### src/sv/bcpe_pkg.sv
package bcpe_pkg;

    // configuration register indexes
    localparam int unsigned IDX_BITS = 3;
    localparam logic [IDX_BITS-1:0] REG_POINT0   = 3'd0;
    localparam logic [IDX_BITS-1:0] REG_POINT1   = 3'd1;
    localparam logic [IDX_BITS-1:0] REG_POINT2   = 3'd2;
    localparam logic [IDX_BITS-1:0] REG_POINT3   = 3'd3;
    localparam logic [IDX_BITS-1:0] REG_SEGMENTS = 3'd4;

    // segment count and curve parameter widths
    localparam int unsigned SEG_BITS  = 10;
    localparam logic [SEG_BITS-1:0] SEG_RESET = 10'd150;
    localparam int unsigned T_BITS    = 17;   // t in 0..65536, q0.16
    localparam int unsigned REM_BITS  = SEG_BITS + 1;
    localparam int unsigned DIV_CELLS = T_BITS;

    // weight datapath widths
    localparam int unsigned SQ_BITS   = 2 * T_BITS;      // t^2, u^2
    localparam int unsigned X3_BITS   = T_BITS + 1;      // 3t, 3u
    localparam int unsigned CUBE_BITS = 49;              // q0.48 up to 1.0
    localparam int unsigned WRND_BITS = 32;              // bits dropped to q0.16

    // word moving along the divider row
    typedef struct packed {
        logic                valid;
        logic                last;
        logic [REM_BITS-1:0] rem;
        logic [T_BITS-1:0]   quot;
    } bcpe_div_t;

    // rounded bernstein weights, q0.16
    typedef struct packed {
        logic                   valid;
        logic                   last;
        logic [3:0][T_BITS-1:0] w;
    } bcpe_wgt_t;

endpackage

### src/sv/bcpe_div_cell.sv
module bcpe_div_cell
    import bcpe_pkg::*;
(
    input  logic                clk,
    input  logic                rst_n,
    input  logic [SEG_BITS-1:0] seg,
    input  bcpe_div_t           in_word,
    output bcpe_div_t           out_word
);

    logic [REM_BITS:0]   trial;
    logic                ge;
    logic [REM_BITS-1:0] kept;
    bcpe_div_t           stage_reg;
    bcpe_div_t           stage_next;

    // one restoring step: trial subtract, keep or restore, shift for next bit
    always_comb
    begin
        trial = {1'b0, in_word.rem} - {2'b00, seg};
        ge    = !trial[REM_BITS];
        kept  = ge ? trial[REM_BITS-1:0] : in_word.rem;
        stage_next.valid = in_word.valid;
        stage_next.last  = in_word.last;
        stage_next.rem   = {kept[REM_BITS-2:0], 1'b0};
        stage_next.quot  = {in_word.quot[T_BITS-2:0], ge};
    end

    // cell register
    always_ff @(posedge clk or negedge rst_n)
    begin
        if (!rst_n)
        begin
            stage_reg <= '0;
        end
        else
        begin
            stage_reg <= stage_next;
        end
    end

    assign out_word = stage_reg;

endmodule

### config.mk
export PLATFORM = sky130hd
export DESIGN_NAME = bcpe_div_cell
export DESIGN_NICKNAME = d
export VERILOG_FILES = /design/src/sv/bcpe_pkg.sv /design/src/sv/bcpe_div_cell.sv
export SDC_FILE = /design/constraint.sdc
export NUM_CORES = 1
export LEC_CHECK = 0
export ABC_AREA = 0
export ABC_CLOCK_PERIOD_IN_PS = 800
export BUFFER_PORTS_ARGS = -buffer_cell sky130_fd_sc_hd__buf_2
export CAP_MARGIN = 0
export CORE_MARGIN = 2
export CORE_UTILIZATION = 44
export CTS_CLUSTER_SIZE = 24
export DETAILED_ROUTE_END_ITERATION = 8
export MAX_ROUTING_LAYER = met4
export PLACE_DENSITY = 0.78
export RECOVER_POWER = 50
export SYNTH_ARGS = -nofsm -noshare
export SYNTH_HDL_FRONTEND = slang
export SYNTH_SLANG_ARGS = --single-unit
### constraint.sdc
create_clock -name clk -period 0.8 [get_ports clk]
set_input_delay 0.12 -clock clk [delete_from_list [all_inputs] [get_ports clk]]
set_output_delay 0.12 -clock clk [all_outputs]
set_load 0.01 [all_outputs]
### After elaboration in Yosys (flattened, before gate mapping)

Cells that the tools add are included.

* input port bits: 42
* flip-flop bits (word level): 29
* word-level logic and storage cells: 7

* reductions and logical operators: 1
* add/sub/neg operators: 1
* muxes and demuxes: 1

Operator list (count)
* $sub 11x10->12: 1
* $mux 10: 1
* $logic_not 1->1: 1

### Longest topological paths before layout

* depth after elaboration: 2
* gate-level depth with buffers: 9

### Worst setup path after synthesis

Ideal clock, no wire load.

* path kind: in2reg
* from: input port seg[1]
* to: register stage_reg (netlist bit out_word[19])
* setup slack: -1.109 ns
* stages on the path: 8
* required time: 0.675 ns
* arrival: 1.784 ns
* cell sequence: inv_1 ha_1 nor2b_2 o2111ai_2 a2111oi_2 and3b_1 buf_6 mux2_4

* cells in the longest elaborated chain, start to end: 2

RTL lines
* start, declared: line bcpe_div_cell.sv:6 `input logic [SEG_BITS-1:0] seg,`
* $sub 11x10->12: line bcpe_div_cell.sv:20 `trial = {1'b0, in_word.rem} - {2'b00, seg};`
* $mux 10: line bcpe_div_cell.sv:22 `kept = ge ? trial[REM_BITS-1:0] : in_word.rem;`
* net kept[1]: line bcpe_div_cell.sv:13 `logic [REM_BITS-1:0] kept;`
* end signal, assigned: line bcpe_div_cell.sv:38 `stage_reg <= stage_next;`
* end, declared: line bcpe_div_cell.sv:14 `bcpe_div_t stage_reg;`

The timed path passes the listed nets, and every way through them passes these cells.

### Worst setup path in the final report

* from: input port seg[1]
* to: register stage_reg (netlist bit out_word[18])

Same word-level chain as after synthesis.

==> metrics.txt <==
setup TNS=-12.71 ns; top cells by area, synth=dfrtp_1, ha_1, mux2_4; initial antenna violation count=0; CTS tree=yes; drt first pass iters=4; critical path peak fanout=5; dpl ws=-1.37 ns; EDFF count, synth=0; FF+latch area=about 730 um2; drt total wl=4620 um; Synth Register Bits=29; final hold vios=0; I/O pin count=72; Main synth FF type=dfrtp_1; Post-Synthesis Cells=112; Power Total=4.15 mW; first-pass GRT wire length=6060 um; Mapped Nets=165; largest family of logic cells by synthesized area=compound AO/OA/AOI/OAI gates; Total Die Area=3610 um2; area leader, netlist=dfrtp_1; Setup violations, final=40; Vias per Instance=4.87; multi-input logic area=between 700 and 800 um2; top-count cell post-synth=dfrtp_1; total CTS buffers=5; per-cell routed wire length=16.1 um; total grt overflow=0; Die Width=60.1 um; DRT antenna net count=0; FP Rows=20; Hold Crit Class=input pin to register; simple-gate share of the synthesized area=0.0795; post-route setup slack=-0.793 ns; post-synthesis mux area share=0.0903; Tcrit/Tclk final=1.99; crit path from=seg[1]; CTS H-tree lvls=2; initial drt markers=68; leakage power=around 1.3 nW; half-perimeter wire length after placement=2640 um; clock tree buffer depth=2; largest net degree at the start of global routing=30; sinks on the clock net=29; CP endpoint=out_word[18]$_DFF_PN0_; Placer Congestion=0.837; CP endpoint kind=register; critical path required time=~1.1 ns; Area growth syn-to-layout=82.4%; IO Port Bufs=69; RSZ-0062 raised after global routing=true; root buf cell=clkbuf_4; crit path DAT=around 1.8 ns; mean post-synth cell area=between 10 and 15 um2; top cell type's share of synthesized area=0.524; Period minus WS final=between 1.5 and 2 ns; Setup crit start kind=input pin; # DRC=0; Die Ht=between 60 and 70 um; Compound-Gate Fraction of Synth Area=0.116; area share of fa/ha/maj cells after synthesis=0.105; Core ar.=3030 um2; Clk pin slew, worst setup/hold paths=0.09 ns; outcome=complete, but fails checks; Crit Path Class=input pin to register; XOR/XNOR Fraction of Synth Area=0.0316; via count=approximately 1,400; Largest register FFs=29; Peak VDD IR=~750 uV; Fillers=153; sequential element share of the synthesized area=0.524; diode count=0; post-synthesis async set-or-reset flop share=1.00; number of max-cap violations=0; fin. max-slew vios=0; vias in the first global route=1,405; worst hold margin=0.118 ns; synthesized area=roughly 1400 um2; pwr dens=between 1500 and 2000 nW/um2; share of layout cells above drive strength 1=0.612; Starting Density=0.457; YS warnings=0; Max Fclk=628 MHz; Synth top cells by count=dfrtp_1, inv_1, ha_1; violated checks=setup timing; Unique masters post-synth=34; fin nets=294; GRT Total Usage=0.243
per-layer routing:
layer  routed length, um  global-route usage  vias up
li1                    -                   -      643
met4                  36               0.117        0
met5                   0                   -        -
met3                 322              0.0563        6
met2                2570               0.447       66
met1                1690               0.234      677
worst min-delay path by stage:
stage,from,slack (ns),end,depth (start not counted)
final,in_word[26],0.12,out_word[27]$_DFF_PN0_,3
after global routing,in_word[26],0.13,out_word[27]$_DFF_PN0_,3
after CTS,seg[0],0.10,out_word[18]$_DFF_PN0_,3
after detailed placement,rst_n,0.08,out_word[15]$_DFF_PN0_,2
after global placement,rst_n,0.07,out_word[15]$_DFF_PN0_,2
after floorplan,rst_n,-0.18,out_word[0]$_DFF_PN0_,0
critical path, cell delays in order:
cell,delay [ns]
buf_8,0.10
inv_12,0.03
ha_4,0.24
nor2b_4,0.16
o2111ai_4,0.14
a2111oi_4,0.37
and3b_2,0.32
buf_4,0.16
mux2i_2,0.19
layout by cell type (no fill, tap or decap), drive strengths merged:
cell type / n
or3: 1
nand2: 6
conb: 1
a211oi: 1
ha: 10
o21bai: 1
mux2i: 2
dfrtp: 29
and3b: 2
o21ai: 2
nor3: 5
xnor2: 3
nand3: 1
xor2: 2
mux2: 7
clkbuf: 8
clkinv: 1
buf: 103
a2111oi: 1
a31oi: 1
o21a: 2
nand4b: 1
a21o: 4
nor2: 2
dlygate4sd3: 19
nor2b: 2
o2111ai: 1
a221oi: 1
fa: 1
nor4b: 1
o31ai: 1
inv: 14
a21oi: 6
per-stage QoR:
step | area [um2] | std cells | util
final | 2530 | 286 | 0.834
after global routing | 2530 | 286 | 0.834
after CTS | 2470 | 286 | 0.815
after detailed placement | 2120 | 256 | 0.700
after global placement | 2120 | 256 | 0.700
after floorplan | 1480 | 112 | -
cell families after synthesis:
kind of cell    after synthesis
buf+inv                      16
compound gates               21
xor+xnor                      5
simple gates                 20
fa+ha+maj                    11
other cells                   1
mux                           9
flops                        29
what timing repair did:
action | CTS | global route
pin swaps | 5 | 6
hold endpoints to repair | 47 | 0
endpoints found under the setup margin | 40 | 40
resized for setup | 14 | 15
setup buffers | 2 | 0
cloned | 1 | 0
hold buffers | 19 | 0
final cells by class:
| class | instances | share of cell area |
|---|---|---|
| clock inverters | 1 | 0.00198 |
| repair buffers | 123 | 0.335 |
| flip-flops and latches | 29 | 0.287 |
| multi-input cells | 68 | 0.303 |
| clock buffers | 7 | 0.0258 |
| well taps | 44 | 0.0218 |
| inverters | 14 | 0.0258 |
report_power, final:
group | internal (mW) | switching [mW] | leakage [nW]
combinational | 0.793 | 0.640 | 0.887
clock | 0.509 | 0.532 | 0.0413
sequential | 1.61 | 0.0605 | 0.337
Note: power is estimated with default switching activity, not from simulation.
